--- config.mk ---
export PLATFORM = sky130hd
export DESIGN_NAME = spf_div
export DESIGN_NICKNAME = d
export VERILOG_FILES = /design/src/spf_pkg.sv /design/src/spf_div.sv
export SDC_FILE = /design/constraint.sdc
export NUM_CORES = 1
export LEC_CHECK = 0
export ABC_AREA = 1
export BUFFER_PORTS_ARGS = -buffer_cell sky130_fd_sc_hd__buf_2
export CAP_MARGIN = 20
export CORE_MARGIN = 3
export CORE_UTILIZATION = 57
export DETAILED_ROUTE_END_ITERATION = 10
export PLACE_DENSITY_LB_ADDON = 0.3
export REMOVE_ABC_BUFFERS = 1
export SLEW_MARGIN = 20
export SYNTH_ARGS = -nofsm -noshare
export SYNTH_HDL_FRONTEND = slang
export SYNTH_SLANG_ARGS = --single-unit
export TNS_END_PERCENT = 20
--- constraint.sdc ---
create_clock -name i_clk -period 3.1 [get_ports i_clk]
set_input_delay 0.155 -clock i_clk [delete_from_list [all_inputs] [get_ports i_clk]]
set_output_delay 0.155 -clock i_clk [all_outputs]
set_load 0.03 [all_outputs]
--- src/spf_pkg.sv ---
`timescale 1ns / 1ps
// ----------------------------------------------------------------------------
// spf_pkg
// Shared sizes and the table port bundle for the smallest-prime-factor
// sieve factorizer.
// ----------------------------------------------------------------------------
package spf_pkg;

    localparam int TABLE_SIZE = 65536;
    localparam int ADDR_W     = $clog2(TABLE_SIZE);
    localparam int VAL_W      = 16;
    localparam int ENTRY_W    = 16;
    // sieve index: wide enough for sqrt(TABLE_SIZE) plus one odd step
    localparam int SQ_W       = ADDR_W / 2 + 2;
    localparam int MAX_OUT    = 15;
    localparam int CNT_W      = $clog2(MAX_OUT + 1);
    localparam int DIV_CNT_W  = $clog2(VAL_W);

    typedef struct packed {
        logic                we;
        logic [ADDR_W-1:0]   waddr;
        logic [ENTRY_W-1:0]  wdata;
        logic [ADDR_W-1:0]   raddr;
    } t_tbl_req;

endpackage

--- src/spf_div.sv ---
`timescale 1ns / 1ps
// ----------------------------------------------------------------------------
// spf_div
// Restoring divider, one quotient bit per cycle.
// ----------------------------------------------------------------------------
module spf_div
    import spf_pkg::*;
(
    input  logic              i_clk,
    input  logic              i_rst_n,
    input  logic              i_start,
    input  logic [VAL_W-1:0]  i_dividend,
    input  logic [VAL_W-1:0]  i_divisor,
    output logic              o_done,
    output logic [VAL_W-1:0]  o_quotient
);

    logic                  r_busy;
    logic                  r_done;
    logic [DIV_CNT_W-1:0]  r_cnt;
    logic [VAL_W-1:0]      r_rem;
    logic [VAL_W-1:0]      r_quo;
    logic [VAL_W-1:0]      r_dvs;

    logic [VAL_W:0]        w_shift;
    logic [VAL_W:0]        w_diff;

    assign w_shift = {r_rem, r_quo[VAL_W-1]};
    assign w_diff  = w_shift - {1'b0, r_dvs};

    always_ff @(posedge i_clk) begin
        if (!i_rst_n) begin
            r_busy <= 1'b0;
            r_done <= 1'b0;
            r_cnt  <= '0;
        end else begin
            r_done <= 1'b0;
            if (i_start) begin
                r_busy <= 1'b1;
                r_cnt  <= '0;
                r_rem  <= '0;
                r_quo  <= i_dividend;
                r_dvs  <= i_divisor;
            end else if (r_busy) begin
                if (!w_diff[VAL_W]) begin
                    r_rem <= w_diff[VAL_W-1:0];
                    r_quo <= {r_quo[VAL_W-2:0], 1'b1};
                end else begin
                    r_rem <= w_shift[VAL_W-1:0];
                    r_quo <= {r_quo[VAL_W-2:0], 1'b0};
                end
                if (r_cnt == DIV_CNT_W'(VAL_W - 1)) begin
                    r_busy <= 1'b0;
                    r_done <= 1'b1;
                    r_cnt  <= '0;
                end else begin
                    r_cnt <= r_cnt + 1'b1;
                end
            end
        end
    end

    assign o_done     = r_done;
    assign o_quotient = r_quo;

`ifndef SYNTHESIS
    a_no_restart: assert property (@(posedge i_clk) disable iff (!i_rst_n)
        i_start |-> !r_busy) else $error("divider restarted while busy");
    a_done_after_busy: assert property (@(posedge i_clk) disable iff (!i_rst_n)
        o_done |-> $past(r_busy)) else $error("done without a division");
    a_idle_count: assert property (@(posedge i_clk) disable iff (!i_rst_n)
        !r_busy |-> (r_cnt == '0)) else $error("step count left over");
`endif

endmodule

==> results.md, run 1 <==
- The netlist uses 28 different library cells.
- The placeable core region is around 0.0056 mm^2.
- The flow ran to the end, and the final reports show no timing, DRC or antenna violations.
- The maximum clock skew at final layout is between 0.01 and 0.015 ns.
- The total routed wirelength is ~6.8 mm.
- The floorplan die area is around 0.0067 mm^2.
- The required time of the worst setup path is 3.17 ns.
- Counting every sink on the clock net gives between 50 and 60.
- From bottom edge to top edge, the die measures 82.1 um.
- Routability-driven placement finished with a final weighted congestion of between 0.9 and 1.
- The cell repeated most along the worst path is sky130_fd_sc_hd__nand2_1.
- After the last flow step, the layout net total stands at about 530.
- In the final timing run, aggregate negative setup slack is 0 ns.
- The detailed router finished its first iteration with 207 violations.
- The CTS clock-pin slew for the worst setup and hold paths is around 0.10 ns.
- The number of max-capacitance violations reported is 0.
- The layer flagged by global routing as most heavily used is met2.
- Counting buffers and inverters, the worst setup path is 15 cells deep.
- For this design the ratio of total power to cell area is between 500 and 600 mW/mm^2.
- For this design the top-level I/O count stands at 52.
- The half-perimeter wire length after placement is 5.14 mm.
- The fraction of post-synthesis cell area in the top cell type by area is a little over two fifths.
- The worst setup path is captured at a register.
- In this run the static leakage power is about 1.9 nW.
- In this design, the stage delay of the slowest critical-path cell is roughly 0.41 ns.
- Along the worst path, the maximum fanout reaches 12.
- For this run, the total global-route usage over all layers was measured as between 20% and 30%.
- The via count is between 2k and 3k.
- The number of levels the H-tree was split into is 2.
- The area of the mapped netlist is approximately 0.0033 mm^2.
- The repair_antennas step left the layout with diodes totalling 0.
- The data arrival time at the worst-slack endpoint is roughly 2.4 ns.
- The total power of the final layout is 1.96 mW.
- The synthesis warning total is 0.
- TritonCTS built the clock tree.
- The count of cells in the finished layout, fillers not included, comes to between 500 and 600.
- The kind of critical path is register to register.
- The worst reg-to-reg path cell count is 15.
- In this run the clock root is driven by a sky130_fd_sc_hd__clkbuf_8.
- The mean cell area of the mapped netlist is 7.85 um^2.
- The number of endpoints with negative hold slack in the final report was 0.
- The clock insertion delay at the later pin of the skew report is approximately 0.31 ns.
- The number of global-route vias before repair came to roughly 2.6k.
- The number of CTS-inserted buffers is 5.
- The slowest stage of the critical path belongs to the cell sky130_fd_sc_hd__fa_1.
- The per-cell via count in the routed design is ~5.0.
- The cell family with the largest share of critical-path delay is simple AND/OR/NAND/NOR gates.
- The maximum clock path buffer count is 2.
- In this run the horizontal extent of the chip is a little over 80 um.
- For this run, the top clock speed supported by timing is between 0.4 and 0.5 GHz.
- Once detail routing completed, the nets flagged for antenna violations numbered 0.
- Across the VDD grid, the largest voltage drop is roughly 0.41 mV.
- The floorplan row count is 27.
- Setup violations remaining at the end of the flow were counted as 0.
- The max-slew violation total from the final report is 0.
- Before CTS, the worst setup slack after placement is about 0.77 ns.
- Once the floorplan was initialized, standard cells occupied roughly 59% of the core.
- The number of buffers added for setup after CTS is 0.
- In the global route stage, met3 resource usage came out at slightly above 5%.
- The part of the cycle the worst path needs is roughly 76%.
- The met2 usage in global routing is approximately 37%.
- The leading area contributor after synthesis is sky130_fd_sc_hd__edfxtp_1.
- Subtracting the final worst setup slack from the clock period gives about 2.3 ns.
- The hold path depth is 1.
- The post-synthesis instance total is 421.
- The routed length per instance is around 12 um.
- The met1 track demand over resource in global routing is ~28%.
- The worst pin sits at a relative slew slack of a little under three fifths.
- For this run the aggregate overflow at the end of global routing stands at 0.
- The first global-routing pass estimated approximately 11 mm of wire.
- At the pin with the least slew margin, the transition time is about 0.66 ns.
- Entering global routing, the biggest net connects 33 pins.
- After synthesis, flip-flops and latches occupy 47.3% of the total area.
- For this run, the detailed router's first-pass iteration total came to 4.
- The worst setup path is launched from a register.
- Relative to the synthesized area, the layout overhead comes to 13.2%.
- Of the cells placed in the final design, the portion with a size suffix greater than 1 is around 17%.
- The count of fill cells added during filler insertion is 460.
- Setup repair after global routing left no endpoint under its margin.
- The number of placed instances with taps included is 538.
- The initial antenna violation count is 0.
- In the routed design, unresolved DRC markers number 0.
- The synthesized design contains 54 register bits.
- Once routing completed, OpenROAD measured the worst setup slack at roughly 0.76 ns.
- The critical path goes through inv_1 -> ha_1 -> fa_1 -> inv_1 -> nand2_1 -> nand2_1 -> nand3_1 -> nand2_2 -> nand2_2 -> nand2_2 -> nand2_1 -> nand2_2 -> nand2_1 -> nand2_1 -> nor2_1.
- In the post-synthesis netlist, the biggest area contributors are sky130_fd_sc_hd__edfxtp_1 44%, sky130_fd_sc_hd__nand2_1 19%, sky130_fd_sc_hd__inv_1 7.6%.
- Buffers placed on the I/O ports in this run total a little over 50.
- The worst hold path class is primary input to register.
- The total buffers and inverters traversed by the critical path is 2.
cells in the final DEF (no fill, tap or decap), drive strengths merged, types with 4 or more instances in the layout:
cell / netlist / layout
a21oi: 10 / 10
buf: 3 / 53
clkbuf: 5 / 6
dfxtp: 6 / 6
edfxtp: 48 / 48
ha: 17 / 17
inv: 68 / 68
nand2: 175 / 175
nand3: 15 / 15
nand3b: 5 / 5
nand4: 4 / 4
nor2: 46 / 46
xor2: 7 / 7
kinds of logic after synthesis:
group	Yosys count	share of synthesized area, %
AO/OA/AOI/OAI	12	1.93
flip-flops	54	47.3
XOR/XNOR	9	2.39
buffers and inverters	76	9.47
adder cells (fa/ha/maj)	18	7.04
AND/OR/NAND/NOR	252	31.9
through the flow:
step | area, um^2 | utilization [%] | hold slack, ns
6_report | 3740 | 67.1 | 0.00805
5_1_grt | 3740 | 67.1 | 0.000948
3_3_place_gp | 3610 | 64.8 | 0.331
4_1_cts | 3720 | 66.8 | 0.00108
3_5_place_dp | 3610 | 64.8 | 0.333
2_1_floorplan | 3250 | - | 0.254
repair_timing:
action	4_1_cts	5_1_grt
setup endpoints to repair	0	0
hold endpoints to repair	0	2
hold buffers	0	2
resized for setup	0	0
metal layers:
metal,vias up,wire length [um]
met5,-,0
met4,0,80
met3,8,432
met2,80,3190
met1,1219,3100
li1,1408,-
worst register-to-register path: stages (launching register included):
cell and delay (ns):
sky130_fd_sc_hd__edfxtp_1 0.38, sky130_fd_sc_hd__inv_1 0.06, sky130_fd_sc_hd__ha_1 0.22, sky130_fd_sc_hd__fa_1 0.41, sky130_fd_sc_hd__inv_1 0.07, sky130_fd_sc_hd__nand2_1 0.04, sky130_fd_sc_hd__nand2_1 0.11, sky130_fd_sc_hd__nand3_1 0.10
sky130_fd_sc_hd__nand2_2 0.09, sky130_fd_sc_hd__nand2_2 0.07, sky130_fd_sc_hd__nand2_2 0.08, sky130_fd_sc_hd__nand2_1 0.08, sky130_fd_sc_hd__nand2_2 0.20, sky130_fd_sc_hd__nand2_1 0.09, sky130_fd_sc_hd__nand2_1 0.07, sky130_fd_sc_hd__nor2_1 0.04
power breakdown:
part	leakage, nW	switching (mW)	internal [mW]
Sequential	0.510	0.0339	0.870
Clock	0.0514	0.237	0.241
Combinational	1.39	0.378	0.202
final cells by class:
type	instances	area (um^2)	share of cell area, %
repair buffers	55	290	7.76
multi-input cells	291	1430	38.3
clock buffers	6	72.6	1.94
inverters	68	255	6.82
well taps	72	90.1	2.41
clock inverters	2	37.5	1.00
flip-flops and latches	54	1560	41.7
registers in the layout (all words and copies together) (netlist names):
name	count
o_done	1
o_quotient	16
r_busy	1
r_cnt	4
r_dvs	16
r_rem	16
synth_stat cells:
cell type and number:
sky130_fd_sc_hd__a21oi_2 1, sky130_fd_sc_hd__nand2_2 8, sky130_fd_sc_hd__and3_1 1, sky130_fd_sc_hd__nand2_4 1, sky130_fd_sc_hd__xor2_1 7, sky130_fd_sc_hd__edfxtp_1 48, sky130_fd_sc_hd__inv_1 67, sky130_fd_sc_hd__buf_12 1
sky130_fd_sc_hd__nand3_1 15, sky130_fd_sc_hd__and2_1 2, sky130_fd_sc_hd__buf_4 1, sky130_fd_sc_hd__a21oi_1 9, sky130_fd_sc_hd__nor2_2 7, sky130_fd_sc_hd__or2_1 1, sky130_fd_sc_hd__nor2_1 39, sky130_fd_sc_hd__nand3b_1 5
sky130_fd_sc_hd__xnor2_1 2, sky130_fd_sc_hd__fa_1 1, sky130_fd_sc_hd__nor3b_1 1, sky130_fd_sc_hd__clkbuf_1 5, sky130_fd_sc_hd__nand2_1 166, sky130_fd_sc_hd__dfxtp_1 6, sky130_fd_sc_hd__inv_2 1, sky130_fd_sc_hd__nand4_1 4
sky130_fd_sc_hd__o21ai_0 2, sky130_fd_sc_hd__buf_6 1, sky130_fd_sc_hd__ha_1 17, sky130_fd_sc_hd__nor3_1 2
worst paths after layout:
| kind | from | end | slack (ns) |
|---|---|---|---|
| worst max-delay path | o_quotient[15] | r_rem[3] | 0.76 |
| worst min register to register | r_cnt[1] | r_cnt[1] | 0.49 |
| worst max register to register | o_quotient[15] | r_rem[3] | 0.76 |
| worst min-delay path | i_divisor[15] | r_dvs[15] | 0.008 |
Note: power is estimated with default switching activity, not from simulation.
==> inputs of run 2 (changes only) <==
==> constraint.sdc (replaced) <==
create_clock -name i_clk -period 2.2 [get_ports i_clk]
set_input_delay 0.11 -clock i_clk [delete_from_list [all_inputs] [get_ports i_clk]]
set_output_delay 0.11 -clock i_clk [all_outputs]
set_load 0.03 [all_outputs]
==> results.md, run 2 (synthesis gave the netlist of run 1 again) <==
- The sequential share of power is 43.2% (was 46.0%).
- The number of routed nets with antenna violations was 0 (unchanged).
- The maximum vdd ir drop is 0.446 mV (was 0.413 mV).
- The number of sinks handled by clock tree synthesis is 54 (unchanged).
- The post-route setup TNS is -0.0931 ns (was 0 ns).
- The CTS clock-pin slew for the worst setup and hold paths came to 0.10 ns (about the same).
- RSZ-0062 raised after global routing: yes (was no).
- The required time of the worst setup path is 2.28 ns (was 3.17 ns).
- The number of endpoints with negative hold slack in the final report is 0 (unchanged).
- The number of levels the H-tree was split into is 2 (unchanged).
- The power density over cell area came to 699 mW/mm^2 (was 525 mW/mm^2).
- The half-perimeter wire length after placement was 5.22 mm (was 5.14 mm).
- The TritonCTS clock tree is yes (unchanged).
- The final reports fail on setup timing.
- The count of routing violations after the opening detailed-route iteration is 261 (was 207).
- The total net switching power is 1.06 mW (was 0.650 mW).
- The data arrival time at the worst-slack endpoint is 2.31 ns (was 2.41 ns).
- The most common library cell in the layout ignoring fill and taps is sky130_fd_sc_hd__nand2_1 (unchanged).
- The worst setup margin is -0.0277 ns (was 0.759 ns).
- The cell repeated most along the worst path is sky130_fd_sc_hd__nand2_2 (was sky130_fd_sc_hd__nand2_1).
- The worst stage delay on the critical path is 0.43 ns (was 0.41 ns).
- The max-slew violation total from the final report is 0 (unchanged).
- The count of input and output buffers came to 51 (unchanged).
- The capturing element of the worst setup path is r_rem[0] (was r_rem[3]).
- The share of final-layout standard cells stronger than drive strength 1 is 24.9% (was 16.6%).
- The register-to-register path setup slack is -0.03 ns (was 0.76 ns).
- The initial antenna violation count was 0 (unchanged).
- The total routed wirelength is 8.23 mm (was 6.80 mm).
- The routability congestion estimate is 0.969 (was 0.903).
- The maximum clock path buffer count is 2 (unchanged).
- The launch instance of the worst register-to-register path is r_dvs[0] (was o_quotient[15]).
- The maximum clock skew at final layout came to 0.00840 ns (was 0.0137 ns).
- The number of global-route vias before repair is 3000 (was 2604).
- The total iterations of the first detailed-routing run came to 7 (was 4).
- The number of design rule violations left after detail routing was 0 (unchanged).
- The cell family with the largest share of critical-path delay is simple AND/OR/NAND/NOR gates (unchanged).
- The number of inserted diodes is 0 (unchanged).
- The global-route wire length before repair is 13.0 mm (was 11.3 mm).
- The per-cell via count in the routed design came to 5.29 (was 4.95).
- The remaining max-slew budget at the tightest pin is 69.7% (was 56.2%).
- The transition time at the pin with the least slew margin is 0.455 ns (was 0.657 ns).
- The worst hold path class is primary input to register (unchanged).
- The clock root buffer was sky130_fd_sc_hd__clkbuf_8 (unchanged).
- The endpoint class of the critical path is a register (unchanged).
- The height of the die is 82.1 um (unchanged).
- The pin count of the biggest net entering global routing came to 33 (unchanged).
- The switching share of power is 35.7% (was 33.1%).
- The final non-filler cell area is 0.00426 mm^2 (was 0.00374 mm^2).
- Status: finished, violations left (was completed).
- The highest clock rate is 0.449 GHz (was 0.427 GHz).
- The largest fanout on the critical path is 6 (was 12).
- The aggregate global routing overflow is 0 (unchanged).
- The horizontal die dimension is 82.1 um (unchanged).
- The worst slack at placement came to -0.0592 ns (was 0.765 ns).
- The floorplan die area came to 0.00675 mm^2 (unchanged).
- The worst reg-to-reg path cell count came to 14 (was 15).
- The count of fill cells added during filler insertion was 378 (was 460).
- The total buffers and inverters traversed by the critical path is 3 (was 2).
- The kind of critical path is register to register (unchanged).
- The proportion of power drawn by combinational gates is 37.1% (was 29.6%).
- The floorplan row count is 27 (unchanged).
- The final-report setup violation count is 5 (was 0).
- The clock insertion delay at the later pin of the skew report is 0.31 ns (about the same).
- The critical path startpoint is r_dvs[0] (was o_quotient[15]).
- The clock share of power is 19.7% (was 24.4%).
- The routed length per instance was 14.0 um (was 12.4 um).
- The starting utilization of the core area came to 59.3% (unchanged).
- The kind of start point of the critical path is a register (unchanged).
- The number of CTS-inserted buffers is 5 (unchanged).
- The final critical-path required period is 2.23 ns (was 2.34 ns).
- The capture point of the worst reg-to-reg path was r_rem[0] (was r_rem[3]).
- The instance area at placement is 0.00369 mm^2 (was 0.00361 mm^2).
- The internal power of the cells is 1.91 mW (was 1.31 mW).
- The net count of the finished layout was 567 (was 528).
- Leading cell types in the layout, fill and taps excluded: 162 x sky130_fd_sc_hd__nand2_1, 66 x sky130_fd_sc_hd__inv_1, 51 x sky130_fd_sc_hd__buf_2 (was 166 x sky130_fd_sc_hd__nand2_1, 67 x sky130_fd_sc_hd__inv_1, 51 x sky130_fd_sc_hd__buf_2).
- The global-route usage over all layers is 25.7% (was 22.1%).
- The number of max-capacitance violations reported came to 0 (unchanged).
- The placeable core region is 0.00557 mm^2 (unchanged).
- The synthesis-to-layout area growth is 28.9% (was 13.2%).
- The via count is 3107 (was 2715).
- The slowest stage cell on the critical path is sky130_fd_sc_hd__edfxtp_1 (was sky130_fd_sc_hd__fa_1).
- The count of boundary I/O pins is 52 (unchanged).
- The number of gates on the worst path with buffers counted came to 14 (was 15).
- The part of the cycle the worst path needs came to 101% (was 75.5%).
- The leakage power is 2.15 nW (was 1.95 nW).
- Worst path cell trace: ha_4 -> fa_2 -> inv_2 -> nand2_2 -> nand2_2 -> nand3_2 -> nand2_2 -> nand2_4 -> nand3_4 -> nand2_8 -> buf_8 -> buf_8 -> nor2_2 -> nor2_1 (was inv_1 -> ha_1 -> fa_1 -> inv_1 -> nand2_1 -> nand2_1 -> nand3_1 -> nand2_2 -> nand2_2 -> nand2_2 -> nand2_1 -> nand2_2 -> nand2_1 -> nand2_1 -> nor2_1).
-- run 2: changes by cell type in the layout (fill, tap and decap cells not counted), sizes merged --
cell and change:
inv +2, clkinvlp -1, buf +24, bufinv -1, dlygate4sd3 +14, nand2 +1
-- run 2: area by class of cell --
cell class                      count  area [um^2]  share of cell area (%)
Multi-Input combinational cell    292         1640                    38.4
Sequential cell                    54         1560                    36.7
Timing Repair Buffer               93          626                    14.7
Inverter                           68          255                    5.99
Tap cell                           72         90.1                    2.12
Clock buffer                        6         72.6                    1.70
Clock inverter                      2         17.5                   0.411
-- run 2: worst min-delay path by stage --
stage / endpoint / slack [ns] / start / cells past startpoint
4_1_cts: r_busy / 0.03 / i_rst_n / 3
5_1_grt: o_quotient[6] / 0.06 / i_dividend[6] / 3
3_5_place_dp: r_dvs[8] / 0.29 / i_divisor[8] / 1
3_3_place_gp: r_dvs[12] / 0.29 / i_divisor[12] / 1
2_1_floorplan: r_dvs[0] / 0.21 / i_divisor[0] / 0
6_report: r_busy / 0.05 / i_rst_n / 3
-- run 2: metal layers --
| metal | global-route usage, % | vias up | wire length (um) |
|---|---|---|---|
| li1 | - | 1496 | - |
| met1 | 31.1 | 1394 | 3240 |
| met2 | 43.5 | 183 | 3960 |
| met3 | 5.21 | 34 | 715 |
| met4 | 13.0 | 0 | 321 |
| met5 | 0 | - | 0 |
-- run 2: what timing repair did --
action,4_1_cts,5_1_grt
resized for setup,25,14
pin swaps,5,9
hold buffers,16,0
setup endpoints to repair,16,16
buffers inserted,13,1
hold endpoints to repair,16,0
cloned,1,0
-- run 2: per-stage QoR --
stage	std cells	utilization, %	hold WS [ns]	total power [mW]
3_3_place_gp	548	66.1	0.286	2.11
2_1_floorplan	413	-	0.209	1.90
4_1_cts	586	75.3	0.0282	2.91
6_report	587	76.4	0.0465	2.98
3_5_place_dp	548	66.1	0.289	2.14
5_1_grt	587	76.4	0.0581	3.14
-- run 2: worst min-delay path, delay by kind of cell --
family	cells	cell delay (ns)
simple gates	2	0.12
buf+inv	1	0.10
-- run 2: power by group through the flow --
| stage | clock, mW | combinational, mW | sequential, mW |
|---|---|---|---|
| after global placement | 0 | 0.814 | 1.29 |
| final | 0.586 | 1.11 | 1.29 |
| after CTS | 0.604 | 1.03 | 1.28 |
| after detailed placement | 0 | 0.842 | 1.30 |
| after floorplan | 0 | 0.570 | 1.33 |
| after global routing | 0.627 | 1.22 | 1.30 |
